[src/rtl/bphd_pkg.sv]
`timescale 1ns / 1ps
package bphd_pkg;

	localparam int unsigned POSITION_BITS_DEF = 31;

	// header byte count: bytes below HDR_SPLIT fill start/end, then length
	localparam logic [3:0] HDR_SPLIT = 4'd8;
	localparam logic [3:0] HDR_LAST  = 4'd11;

	localparam logic [1:0] PH_HEADER = 2'd0;
	localparam logic [1:0] PH_DATA   = 2'd1;
	localparam logic [1:0] PH_SKIP   = 2'd2;
	localparam logic [1:0] PH_DEAD   = 2'd3;

	localparam logic [1:0] K_NONE   = 2'd0;
	localparam logic [1:0] K_ACCEPT = 2'd1;
	localparam logic [1:0] K_DATA   = 2'd2;
	localparam logic [1:0] K_REJECT = 2'd3;

	typedef struct packed {
		logic [7:0] patch_byte;
		logic       last_byte;
	} in_item_t;

	typedef struct packed {
		logic [1:0]         kind;
		logic signed [31:0] hunk_start;
		logic signed [31:0] hunk_end;
		logic signed [31:0] hunk_length;
		logic [7:0]         data_value;
		logic [30:0]        data_offset;
		logic               finished;
		logic               status;
	} out_item_t;

	// decoder state apart from the byte position, whose width is a parameter
	typedef struct packed {
		logic [1:0]  phase;
		logic [3:0]  hdr_count;
		logic [63:0] hdr_shift0;
		logic [23:0] hdr_shift1;
		logic [30:0] data_remaining;
		logic [30:0] data_index;
		logic        error_flag;
	} dec_state_t;

endpackage

[src/rtl/bphd_step.sv]
`timescale 1ns / 1ps
module bphd_step #(
	parameter int unsigned POSITION_BITS = bphd_pkg::POSITION_BITS_DEF
) (
	input  bphd_pkg::dec_state_t st,
	input  logic [POSITION_BITS-1:0] pos,
	input  bphd_pkg::in_item_t item,
	output bphd_pkg::dec_state_t st_nx,
	output logic [POSITION_BITS-1:0] pos_nx,
	output bphd_pkg::out_item_t res
);
	import bphd_pkg::*;

	localparam logic [POSITION_BITS-1:0] PosMax = '1;
	localparam logic [31:0] PosLimit = 32'((64'd1 << POSITION_BITS) - 64'd1);

	logic [31:0] hs, he, hl;
	logic [31:0] end_pos;
	logic        err;
	logic        ok;

	assign hs = st.hdr_shift0[63:32];
	assign he = st.hdr_shift0[31:0];
	assign hl = {st.hdr_shift1, item.patch_byte};

	always_comb begin
		st_nx   = st;
		pos_nx  = pos;
		res     = '0;
		err     = st.error_flag;
		ok      = 1'b0;
		end_pos = 32'(pos_nx);

		// count the byte, saturating at the top of the position range
		if (pos == PosMax) begin
			err = 1'b1;
		end else begin
			pos_nx = pos + 1'b1;
		end
		end_pos = 32'(pos_nx) + {1'b0, hl[30:0]};

		unique case (st.phase)
			PH_HEADER: begin
				if (st.hdr_count == HDR_LAST) begin
					res.hunk_start  = hs;
					res.hunk_end    = he;
					res.hunk_length = hl;
					st_nx.hdr_count  = '0;
					st_nx.hdr_shift0 = '0;
					st_nx.hdr_shift1 = '0;
					if (!hl[31] && end_pos > PosLimit) begin
						err = 1'b1;
					end
					if ($signed(hs) > $signed(he) || hl[31]) begin
						res.kind = K_REJECT;
						if (hl[31]) begin
							err = 1'b1;
							st_nx.data_remaining = '0;
							st_nx.phase = PH_DEAD;
						end else begin
							st_nx.data_remaining = hl[30:0];
							st_nx.phase = (hl[30:0] != '0) ? PH_SKIP : PH_DEAD;
						end
					end else begin
						res.kind = K_ACCEPT;
						st_nx.data_remaining = hl[30:0];
						st_nx.data_index = '0;
						st_nx.phase = (hl[30:0] != '0) ? PH_DATA : PH_HEADER;
					end
				end else begin
					st_nx.hdr_count = st.hdr_count + 4'd1;
					if (st.hdr_count < HDR_SPLIT) begin
						st_nx.hdr_shift0 = {st.hdr_shift0[55:0], item.patch_byte};
					end else begin
						st_nx.hdr_shift1 = {st.hdr_shift1[15:0], item.patch_byte};
					end
				end
			end
			PH_DATA: begin
				res.kind        = K_DATA;
				res.data_value  = item.patch_byte;
				res.data_offset = st.data_index;
				st_nx.data_index     = st.data_index + 31'd1;
				st_nx.data_remaining = st.data_remaining - 31'd1;
				if (st.data_remaining == 31'd1) begin
					st_nx.data_index = '0;
					st_nx.phase = PH_HEADER;
				end
			end
			PH_SKIP: begin
				st_nx.data_remaining = st.data_remaining - 31'd1;
				if (st.data_remaining == 31'd1) begin
					st_nx.phase = PH_DEAD;
				end
			end
			default: begin
				err = 1'b1;
			end
		endcase

		st_nx.error_flag = err;
		res.finished = item.last_byte;

		// end of delta: report and start afresh
		if (item.last_byte) begin
			ok = !err && st_nx.hdr_count == '0 &&
				(st_nx.phase == PH_HEADER || st_nx.phase == PH_DEAD);
			res.status = !ok;
			st_nx  = '0;
			pos_nx = '0;
		end
	end

endmodule

[src/rtl/binary_patch_hunk_decoder_top.sv]
`timescale 1ns / 1ps
// Binary delta hunk decoder. Feed the delta one byte per transaction on the
// input channel, with last_byte set on its final byte; every input byte gives
// exactly one result transaction. A hunk is a 12-byte big-endian header
// (signed start, end, length) followed by its data. The twelfth header byte
// reports the hunk as accepted or rejected, accepted data bytes come out with
// their offset in the hunk, and the result for the last byte carries status:
// 0 when the delta ended cleanly on a hunk boundary, 1 otherwise. Throughput
// is one byte per clock cycle, sustained while the receiver keeps out_ready
// high. The result is registered: the byte is caught in an input register,
// and the whole decode step (header shift, 32-bit compares, counter
// decrement) is a single pass of logic from there into the result register.
// Decoder state returns to reset after every last byte, so back-to-back
// deltas need no gap.
module binary_patch_hunk_decoder_top #(
	parameter int unsigned POSITION_BITS = bphd_pkg::POSITION_BITS_DEF
) (
	input  logic                clk,
	input  logic                arst_n,
	input  logic                in_valid,
	output logic                in_ready,
	input  bphd_pkg::in_item_t  in_item,
	output logic                out_valid,
	input  logic                out_ready,
	output bphd_pkg::out_item_t out_item
);
	import bphd_pkg::*;

	logic                     valid_s1;
	in_item_t                 item_s1;
	logic                     adv_s2;

	dec_state_t               state_q, state_nx;
	logic [POSITION_BITS-1:0] pos_q, pos_nx;
	out_item_t                res;
	logic                     out_valid_q;
	out_item_t                out_item_q;

	// the result register frees up when empty or when its transaction completes
	assign adv_s2   = valid_s1 && (!out_valid_q || out_ready);
	assign in_ready = !valid_s1 || adv_s2;

	// input register: hold while the result side is stalled
	always_ff @(posedge clk or negedge arst_n) begin
		if (!arst_n) begin
			valid_s1 <= 1'b0;
		end else if (in_ready) begin
			valid_s1 <= in_valid;
		end
	end

	always_ff @(posedge clk) begin
		if (in_ready && in_valid) begin
			item_s1 <= in_item;
		end
	end

	bphd_step #(
		.POSITION_BITS(POSITION_BITS)
	) u_step (
		.st     (state_q),
		.pos    (pos_q),
		.item   (item_s1),
		.st_nx  (state_nx),
		.pos_nx (pos_nx),
		.res    (res)
	);

	// decoder state and result register advance together
	always_ff @(posedge clk or negedge arst_n) begin
		if (!arst_n) begin
			state_q     <= '0;
			pos_q       <= '0;
			out_valid_q <= 1'b0;
		end else begin
			if (adv_s2) begin
				state_q <= state_nx;
				pos_q   <= pos_nx;
			end
			if (adv_s2) begin
				out_valid_q <= 1'b1;
			end else if (out_ready) begin
				out_valid_q <= 1'b0;
			end
		end
	end

	always_ff @(posedge clk) begin
		if (adv_s2) begin
			out_item_q <= res;
		end
	end

	assign out_valid = out_valid_q;
	assign out_item  = out_item_q;

endmodule

[config.mk]
export PLATFORM = sky130hd
export DESIGN_NAME = binary_patch_hunk_decoder_top
export DESIGN_NICKNAME = d
export VERILOG_FILES = /design/src/rtl/bphd_pkg.sv /design/src/rtl/bphd_step.sv /design/src/rtl/binary_patch_hunk_decoder_top.sv
export SDC_FILE = /design/constraint.sdc
export NUM_CORES = 1
export LEC_CHECK = 0
export ABC_AREA = 0
export BUFFER_PORTS_ARGS = -buffer_cell sky130_fd_sc_hd__buf_2
export CAP_MARGIN = 15
export CELL_PAD_IN_SITES_DETAIL_PLACEMENT = 1
export CELL_PAD_IN_SITES_GLOBAL_PLACEMENT = 1
export CORE_MARGIN = 1.5
export CORE_UTILIZATION = 38
export DETAILED_ROUTE_END_ITERATION = 8
export PLACE_DENSITY = 0.75
export SLEW_MARGIN = 20
export SYNTH_ARGS = -nofsm -noshare
export SYNTH_HDL_FRONTEND = slang
export SYNTH_SLANG_ARGS = --single-unit
[constraint.sdc]
create_clock -name clk -period 5.3 [get_ports clk]
set_input_delay 0.265 -clock clk [delete_from_list [all_inputs] [get_ports clk]]
set_output_delay 0.265 -clock clk [all_outputs]
set_load 0.02 [all_outputs]
# After elaboration in Yosys (flattened, before gate mapping)
# Index checks and enable logic that the tools add are counted.
[classes] n_lt_le_gt_ge=3 eq_ne=9 n_mux=33 add_sub_neg=5 reduce_logical=29
[ops] cell="$mux W31" n=6
[ops] cell="$mux W92" n=2
[ops] cell="$mux W157" n=1
[ops] cell="$pmux W31 S2" n=2
[ops] cell="$mux W98" n=1
[ops] cell="$mux W64" n=1
[ops] cell="$add A31 B1 Y31 const B" n=2
[ops] cell="$mux W62" n=1
[ops] cell="$add A31 B31 Y32" n=1
[ops] cell="$gt A32 B31 Y1 const B" n=1
[ops] cell="$gt A32 B32 Y1" n=1
[ops] cell="$eq A31 B1 Y1 const B" n=1
[ops] cell="$eq A31 B31 Y1 const B" n=1
[ops] cell="$reduce_bool A31 Y1" n=1
[ops] cell="$sub A31 B1 Y31 const B" n=1
[ops] cell="$mux W24" n=1
[ops] cell="$mux W2" n=6
[ops] cell="$mux W1" n=9
[ops] cell="$reduce_and A3 Y1" n=3
[ops] cell="$reduce_bool A3 Y1" n=3
[ops] cell="$ne A3 B2 Y1 const B" n=2
[ops] cell="$pmux W2 S3" n=1
[ops] cell="$logic_and A1 B1 Y1" n=5
[ops] cell="$logic_not A1 Y1" n=5
[ops] cell="15 further kinds" n=21
[totals] output_inout_bits=141 reg_bits=338 wordCells=99

# Longest topological paths before layout
# Gate-level depths: netlist of the first run.
[depth] depth_word=14 depth_mapped=19 ltp_nobuf=19

# Cells and area by module
# A second synthesis of the first run with hierarchy kept.
[hier_totals] hier_cells=1836 hier_area_um2=19209.7
[by_module_without_submodules] mod="binary_patch_hunk_decoder_top" cells_per_inst=553 area_per_inst_um2=11964.0 seq_area_each_um2=9198.8 n_inst=1
[by_module_without_submodules] mod="bphd_step" cells_per_inst=1283 area_per_inst_um2=7245.7 seq_area_each_um2=0.0 n_inst=1

# Worst setup path after synthesis of the first run
# Ideal clock, no wire load.
[synth_timing] path_type="reg-to-reg" start="register out_valid_q, in the netlist out_valid" end="register pos_q[0]" synth_period_minus_slack_ns=5.649 arrival_ns=5.514 stages_incl_launch_ff=8 setup_slack_ns=-0.349 cell_sequence="dfrtp_1 > nand2b_1 > nand2_1 > clkinv_1 > clkbuf_1 > o21ai_0 > nand2_1 > o31ai_1"
[synth_between] elab_chain_len=3
[synth_rtl] item="start, declared" line="binary_patch_hunk_decoder_top.sv:36" text="logic out_valid_q;"
[synth_rtl] item="start signal, assigned" line="binary_patch_hunk_decoder_top.sv:74" text="out_valid_q <= 1'b0;"
[synth_rtl] item="start signal, assigned" line="binary_patch_hunk_decoder_top.sv:81" text="out_valid_q <= 1'b1;"
[synth_rtl] item="start signal, assigned" line="binary_patch_hunk_decoder_top.sv:83" text="out_valid_q <= 1'b0;"
[synth_rtl] item="$logic_not A1 Y1" line="binary_patch_hunk_decoder_top.sv:40" text="assign adv_s2 = valid_s1 && (!out_valid_q || out_ready);"
[synth_rtl] item="$logic_or A1 B1 Y1" line="binary_patch_hunk_decoder_top.sv:40"
[synth_rtl] item="$logic_and A1 B1 Y1" line="binary_patch_hunk_decoder_top.sv:40"
[synth_rtl] item="via adv_s2" line="binary_patch_hunk_decoder_top.sv:31" text="logic adv_s2;"
[synth_rtl] item="end signal, assigned" line="binary_patch_hunk_decoder_top.sv:78" text="pos_q <= pos_nx;"
[synth_rtl] item="end, declared" line="binary_patch_hunk_decoder_top.sv:34" text="logic [POSITION_BITS-1:0] pos_q, pos_nx;"
# The timed path passes the listed nets, and every way through them passes these cells.
# A chain may end at the register's enable or synchronous reset.

# Worst setup path after layout of the first run
[layout_timing] start="register pos_q[9]" end="register out_item_q (netlist bit out_item[0]) (data pin)"
[layout_between] elab_chain_len=14 word_cells_on_any_way=16 cone_classes="add/sub: 2; order compare: 1; eq/ne: 1; mux: 7; reduce/logical: 5"
[layout_rtl] item="$add A31 B1 Y31 or $eq A31 B31 Y1 (tied branches)" line="bphd_step.sv:38, bphd_step.sv:35"
[layout_rtl] item="$mux W31" line="bphd_step.sv:35" text="if (pos == PosMax) begin"
[layout_rtl] item="$add A31 B31 Y32" line="bphd_step.sv:40" text="end_pos = 32'(pos_nx) + {1'b0, hl[30:0]};"
[layout_rtl] item="$gt A32 B31 Y1" line="bphd_step.sv:51" text="if (!hl[31] && end_pos > PosLimit) begin"
[layout_rtl] item="$logic_and A1 B1 Y1" line="bphd_step.sv:51"
[layout_rtl] item="$mux W1" line="bphd_step.sv:51"
[layout_rtl] item="$mux W1" line="bphd_step.sv:56" text="if (hl[31]) begin"
[layout_rtl] item="$mux W1" line="bphd_step.sv:54" text="if ($signed(hs) > $signed(he) || hl[31]) begin"
[layout_rtl] item="$mux W1" line="bphd_step.sv:44" text="if (st.hdr_count == HDR_LAST) begin"
[layout_rtl] item="$pmux W1 S2 *" line="bphd_step.sv:42" text="unique case (st.phase)"
[layout_rtl] item="$logic_not A1 Y1 *" line="bphd_step.sv:106" text="ok = !err && st_nx.hdr_count == '0 &&"
[layout_rtl] item="$logic_and A1 B1 Y1 * (2 in series)" line="bphd_step.sv:106"
[layout_rtl] item="$logic_not A1 Y1 *" line="bphd_step.sv:108" text="res.status = !ok;"
[layout_rtl] item="end signal, assigned" line="binary_patch_hunk_decoder_top.sv:90" text="out_item_q <= res;"
[layout_rtl] item="end, declared" line="binary_patch_hunk_decoder_top.sv:37" text="out_item_t out_item_q;"
# Every way passes the cells marked *; elsewhere a longest branch is shown, timed or not.

==> results_dict.tcl, run 1 <==
set metrics [dict create \
    power.share.clock_pct 37.4 \
    fin_nets 1880 \
    hold_viol 0 \
    cp_common_cell "nand2_1" \
    setup_violations 0 \
    drv_cap 0 \
    synth_edf_count 148 \
    grt_pass1_wl_mm 79.0 \
    drv_slew 0 \
    clk_path_buf_depth 3 \
    path_buf_inv 0 \
    die_w_microns 212 \
    num_vias 13200 \
    max_slew_margin_pct 27.3 \
    vdd_ir_drop_max_uv 207 \
    cts_hold_buffers 11 \
    synth_nets 1747 \
    drtPass1Iterations 5 \
    sequentialPowerShare_pct 44.0 \
    ys_types 75 \
    power_density_nw_per_um2 377 \
    cts_repair_resize_count 0 \
    max_stage_delay_ns 0.60 \
    ys_seq_elements 338 \
    post_drt_wl_per_cell_microns 20.7 \
    clk-insertion-delay-late_ns 0.56 \
    grt_max_degree 143 \
    startpoint_type "flop" \
    fp-row-count 76 \
    syn_area_per_cell_sq_um 10.0 \
    status "finished clean" \
    wirelength_mm 49.7 \
    grt_remaining_overflow 0 \
    drt_iter0_drc 912 \
    antenna_left 0 \
    cts.clk_slew.worst_paths_ns 0.06 \
    numCtsBuffers 39 \
    switching_share_pct 31.8 \
    grt_pass1_vias 14000 \
    clock-sinks 338 \
    postCtsSetupBuffers 0 \
    crit_fanout 8 \
    dp_worst_setup_slack_ns 0.561 \
    final_cell_mix "269 x nand2_1, 216 x o21ai_0, 190 x dfrtp_1" \
    start_util_pct 38.6 \
    port_buffers 153 \
    power_frac_comb_pct 18.6 \
    fmax_ghz 0.208 \
    cp.arrival_ns 5.07 \
    setup_slack_ns 0.488 \
    grt_usage_pct 22.5 \
    fin_crit_ns 4.81 \
    path_cells "and4_1 -> nand4_2 -> a2111oi_2 -> and2_1 -> nor3b_2 -> nand2_1 -> xnor2_1 -> ha_1 -> nand2_1 -> nor2_1 -> a211oi_1 -> o2111ai_1 -> o211a_1 -> o2111a_1 -> o41ai_1 -> a41oi_1" \
    dp_hpwl_mm 33.4 \
    synth_seq_area_share_pct 55.3 \
    p_sw_uw 2320 \
    ctsHtreeMaxLevel 2 \
    antenna_cells 0 \
    fin_skew_ns 0.0180 \
    synth_cells 1657 \
    crit_family "compound AO/OA/AOI/OAI gates" \
    stdcell_area_sq_um 19300 \
    ios 154 \
    gp_congestion 0.848 \
    synth_area_sq_um 16600 \
    cp-end-kind "flop" \
    ys_warn_count 0 \
    cp_slowest_cell "a2111oi_2" \
    async_flop_share_pct 56.2 \
    area_growth_pct 16.4 \
    core_sq_um 43100 \
    via_per_inst 5.49 \
    cts_tree "done" \
    dieArea_sq_um 45000 \
    post-route-period-util_pct 90.8 \
    drive_above_1_share_pct 13.9 \
    place_inst 2322 \
    worst_slew_pin_slew_ns 1.09 \
    die_y_microns 212 \
    hp-class "in2reg" \
    final_cells 2406 \
    grt_antenna_before_repair 0 \
    grt_setup_unrepaired "no" \
    critPathRequiredTime_ns 5.56 \
    p_leak_uw 0.00819 \
    layout_commonest_cell "nand2_1" \
    worst-setup-path-type "reg2reg" \
    setup_tns_ns 0 \
    drcViolationCount 0 \
    dpl_cell_area_sq_um 17900 \
    clockRootBuffer "clkbuf_16" \
    p_int_uw 4970 \
    yosys_most_used_dff "dfrtp_1" \
]
## metrics by stage
stage / hold slack [ns] / utilization, % / total power [uW]
2_1_floorplan: -0.0306 / - / 4060
3_3_place_gp: 0.254 / 41.7 / 4520
3_5_place_dp: 0.258 / 41.7 / 4590
4_1_cts: 0.00942 / 44.9 / 7330
5_1_grt: 0.0141 / 44.9 / 7630
6_report: 0.0212 / 44.9 / 7290
## layout make-up
| type | count | area [sq um] |
|---|---|---|
| repair buffers | 181 | 1030 |
| flip-flops and latches | 338 | 9200 |
| inverters | 55 | 211 |
| fillers | 4827 | 23700 |
| clock buffers | 49 | 1040 |
| clock inverters | 23 | 230 |
| multi-input cells | 1175 | 6900 |
| well taps | 585 | 732 |
## cells in the mapped netlist, drive strengths merged, types with 11 or more instances
master	number	area [sq um]
dfrtp	190	4750
o31ai	36	275
a21oi	80	400
inv	54	203
or3	11	68.8
a31oi	17	106
nand4	20	146
nand2	269	1010
ha	77	963
nand2b	16	100
xnor2	21	184
nor4	15	115
o21ai	218	1090
and3	18	113
a22o	13	115
and2	112	701
nor2	103	389
clkbuf	80	303
nor3	26	141
nand3	27	135
edfxtp	148	4440
## registers in the layout (all words and copies together) (netlist names)
register	cells
out_valid	1
item_s1	9
pos_q	31
state_q	157
out_item	139
valid_s1	1
## per-layer routing
layer	track usage, %	share of wire, %
met1	28.7	44
met2	38.7	49
met3	3.25	4.1
met4	8.03	3.2
met5	0	0
## power groups by stage
stage          combinational (uW)  clock (uW)  sequential (uW)
3_5_place_dp                 1340           0             3250
5_1_grt                      1510        2880             3240
6_report                     1350        2730             3210
3_3_place_gp                 1280           0             3240
4_1_cts                      1350        2770             3200
2_1_floorplan                 822           0             3240
## tightest hold or removal path, delay by kind of cell
kind | cells | cell delay [ns]
buf+inv | 1 | 0.08
simple gates | 2 | 0.18
## worst paths after layout
path                                endpoint  cells after the start   startpoint  slack, ns
min in group asynchronous        state_q[85]                      2       arst_n       0.24
worst max-delay path             out_item[0]                     16     pos_q[9]       0.49
worst min-delay path               out_valid                      3    out_ready       0.02
worst max register to register   out_item[0]                     16     pos_q[9]       0.49
worst min register to register   state_q[48]                      2  state_q[48]       0.51
max in group asynchronous       state_q[116]                      3       arst_n       3.91
## kinds of logic after synthesis
logic type | synth area share (%)
XOR/XNOR | 1.58
AO/OA/AOI/OAI | 15.0
flip-flops | 55.3
AND/OR/NAND/NOR | 19.0
adder cells (fa/ha/maj) | 5.80
buffers and inverters | 3.36
(Power assumes the default switching activity.)
==> inputs of run 2 (changes only) <==
--- a/config.mk
+++ b/config.mk
@@ -14,6 +14,7 @@
 export CORE_UTILIZATION = 38
 export DETAILED_ROUTE_END_ITERATION = 8
 export PLACE_DENSITY = 0.75
+export REMOVE_ABC_BUFFERS = 1
 export SLEW_MARGIN = 20
 export SYNTH_ARGS = -nofsm -noshare
 export SYNTH_HDL_FRONTEND = slang
==> results_dict.tcl, run 2 (synthesis results as in run 1) <==
set metrics [dict create \
    startpoint_type "flop" \
    wl_met1_mm 21.1 \
    start_util_pct 38.6 \
    die_y_microns 212 \
    antenna_cells 0 \
    grt_setup_unrepaired "no" \
    port_buffers 153 \
    grt_antenna_before_repair 2 \
    grt_pass1_vias 13800 \
    max_stage_delay_ns 0.67 \
    clk-insertion-delay-late_ns 0.56 \
    critPathRequiredTime_ns 5.57 \
    fp-row-count 76 \
    wirelength_mm 48.5 \
    hp-class "in2async" \
    cts_hold_buffers 12 \
    total_power_uw 7180 \
    power_frac_comb_pct 18.7 \
    worst_slew_pin_slew_ns 1.12 \
    grt_usage_pct 21.9 \
    clock-sinks 338 \
    grt_remaining_overflow 0 \
    nFillCells 4845 \
    sequentialPowerShare_pct 44.6 \
    drive_above_1_share_pct 14.0 \
    dpl_cell_area_sq_um 18000 \
    ios 154 \
    r2r-start "pos_q[20]" \
    vdd_ir_drop_max_uv 222 \
    cts_repair_resize_count 0 \
    crit_fanout 7 \
    p_int_uw 4880 \
    cts_tree "done" \
    p_leak_uw 0.00819 \
    cts.clk_slew.worst_paths_ns 0.07 \
    num_vias 13100 \
    power.share.clock_pct 36.7 \
    fmax_ghz 0.207 \
    core_sq_um 43100 \
    final_cell_mix "269 x nand2_1, 216 x o21ai_0, 190 x dfrtp_1" \
    drv_cap 0 \
    drcViolationCount 0 \
    r2r_slack_ns 0.47 \
    cp.arrival_ns 5.10 \
    drv_slew 0 \
    top_register "state_q" \
    clockRootBuffer "clkbuf_16" \
    switching_share_pct 32.0 \
    post_drt_wl_per_cell_microns 20.1 \
    status "finished clean" \
    top_layer_used "met5" \
    post-route-period-util_pct 91.2 \
    cp-end-kind "flop" \
    clk_path_buf_depth 3 \
    drt_iter0_drc 789 \
    r2r_end "out_item[0]" \
    max_slew_margin_pct 25.5 \
    numCtsBuffers 38 \
    reg2reg_depth 15 \
    antenna_left 0 \
    dieArea_sq_um 45000 \
    post-route-util_pct 44.9 \
    layout_commonest_cell "nand2_1" \
    grt_pass1_wl_mm 77.0 \
    dp_hpwl_mm 32.3 \
    area_growth_pct 16.3 \
    path_buf_inv 0 \
    worst-setup-path-type "reg2reg" \
    largest_reg_flops 157 \
    drtPass1Iterations 5 \
    setup_violations 0 \
    fin_skew_ns 0.0276 \
    fin_crit_ns 4.83 \
    cp_slowest_cell "or4_1" \
    gp_congestion 0.821 \
    die_w_microns 212 \
    path_cells "nand4_1 -> or4_1 -> nor4_4 -> nor2_1 -> and3_1 -> xor2_1 -> ha_1 -> a21oi_1 -> o211ai_1 -> a21oi_1 -> nor4_1 -> o211a_1 -> o2111a_1 -> o41ai_1 -> a41oi_1" \
    cp_common_cell "a21oi_1" \
    fin_nets 1882 \
    power_density_nw_per_um2 371 \
    stdcell_area_sq_um 19300 \
    cp-startpoint "pos_q[20]" \
    p_sw_uw 2290 \
    wl_met3_mm 1.98 \
    crit_family "simple AND/OR/NAND/NOR gates" \
    hold_viol 0 \
    postCtsSetupBuffers 0 \
    via_per_inst 5.46 \
    route.met2.wl_mm 23.8 \
    ctsHtreeMaxLevel 2 \
    grt_max_degree 185 \
]
run 2: area by class of cell:
| type | count | area (sq um) | area share (%) |
|---|---|---|---|
| tap | 585 | 732 | 3.79 |
| inverter | 55 | 211 | 1.09 |
| timing repair buffer | 184 | 1080 | 5.60 |
| clock buffer | 45 | 1010 | 5.22 |
| multi-input combinational | 1175 | 6890 | 35.7 |
| clock inverter | 24 | 204 | 1.06 |
| sequential | 338 | 9200 | 47.6 |
run 2: power groups by stage:
stage          clock (uW)  combinational (uW)  sequential (uW)
2_1_floorplan           0                 787             3250
3_3_place_gp            0                1270             3240
3_5_place_dp            0                1330             3250
4_1_cts              2690                1350             3200
5_1_grt              2790                1500             3230
6_report             2630                1340             3210
run 2: stage by stage:
stage / setup slack [ns] / std cells / TNS, ns / hold slack (ns)
after CTS: 0.541 / 2405 / 0 / 0.0687
after global routing: 0.256 / 2406 / 0 / 0.0845
final: 0.468 / 2406 / 0 / 0.0930
after global placement: 0.851 / 2324 / 0 / 0.0986
after floorplan: -5.77 / 1568 / -508.34 / -0.0306
after detailed placement: 0.574 / 2324 / 0 / 0.100
run 2: worst max-delay path by stage:
| stage | end | slack [ns] | depth (start not counted) |
|---|---|---|---|
| finish | out_item[0] | 0.47 | 15 |
| detailed placement | out_item[0] | 0.57 | 15 |
| global route | out_item[0] | 0.26 | 16 |
| global placement | out_item[0] | 0.85 | 15 |
| CTS | out_item[0] | 0.54 | 15 |
| floorplan | state_q[100] | -5.77 | 5 |
run 2: routing by layer:
| metal | vias up | GRT usage (%) |
|---|---|---|
| met1 | 6625 | 28.1 |
| met4 | 2 | 7.71 |
| met5 | - | 0 |
| li1 | 6140 | - |
| met3 | 94 | 3.72 |
| met2 | 274 | 37.4 |
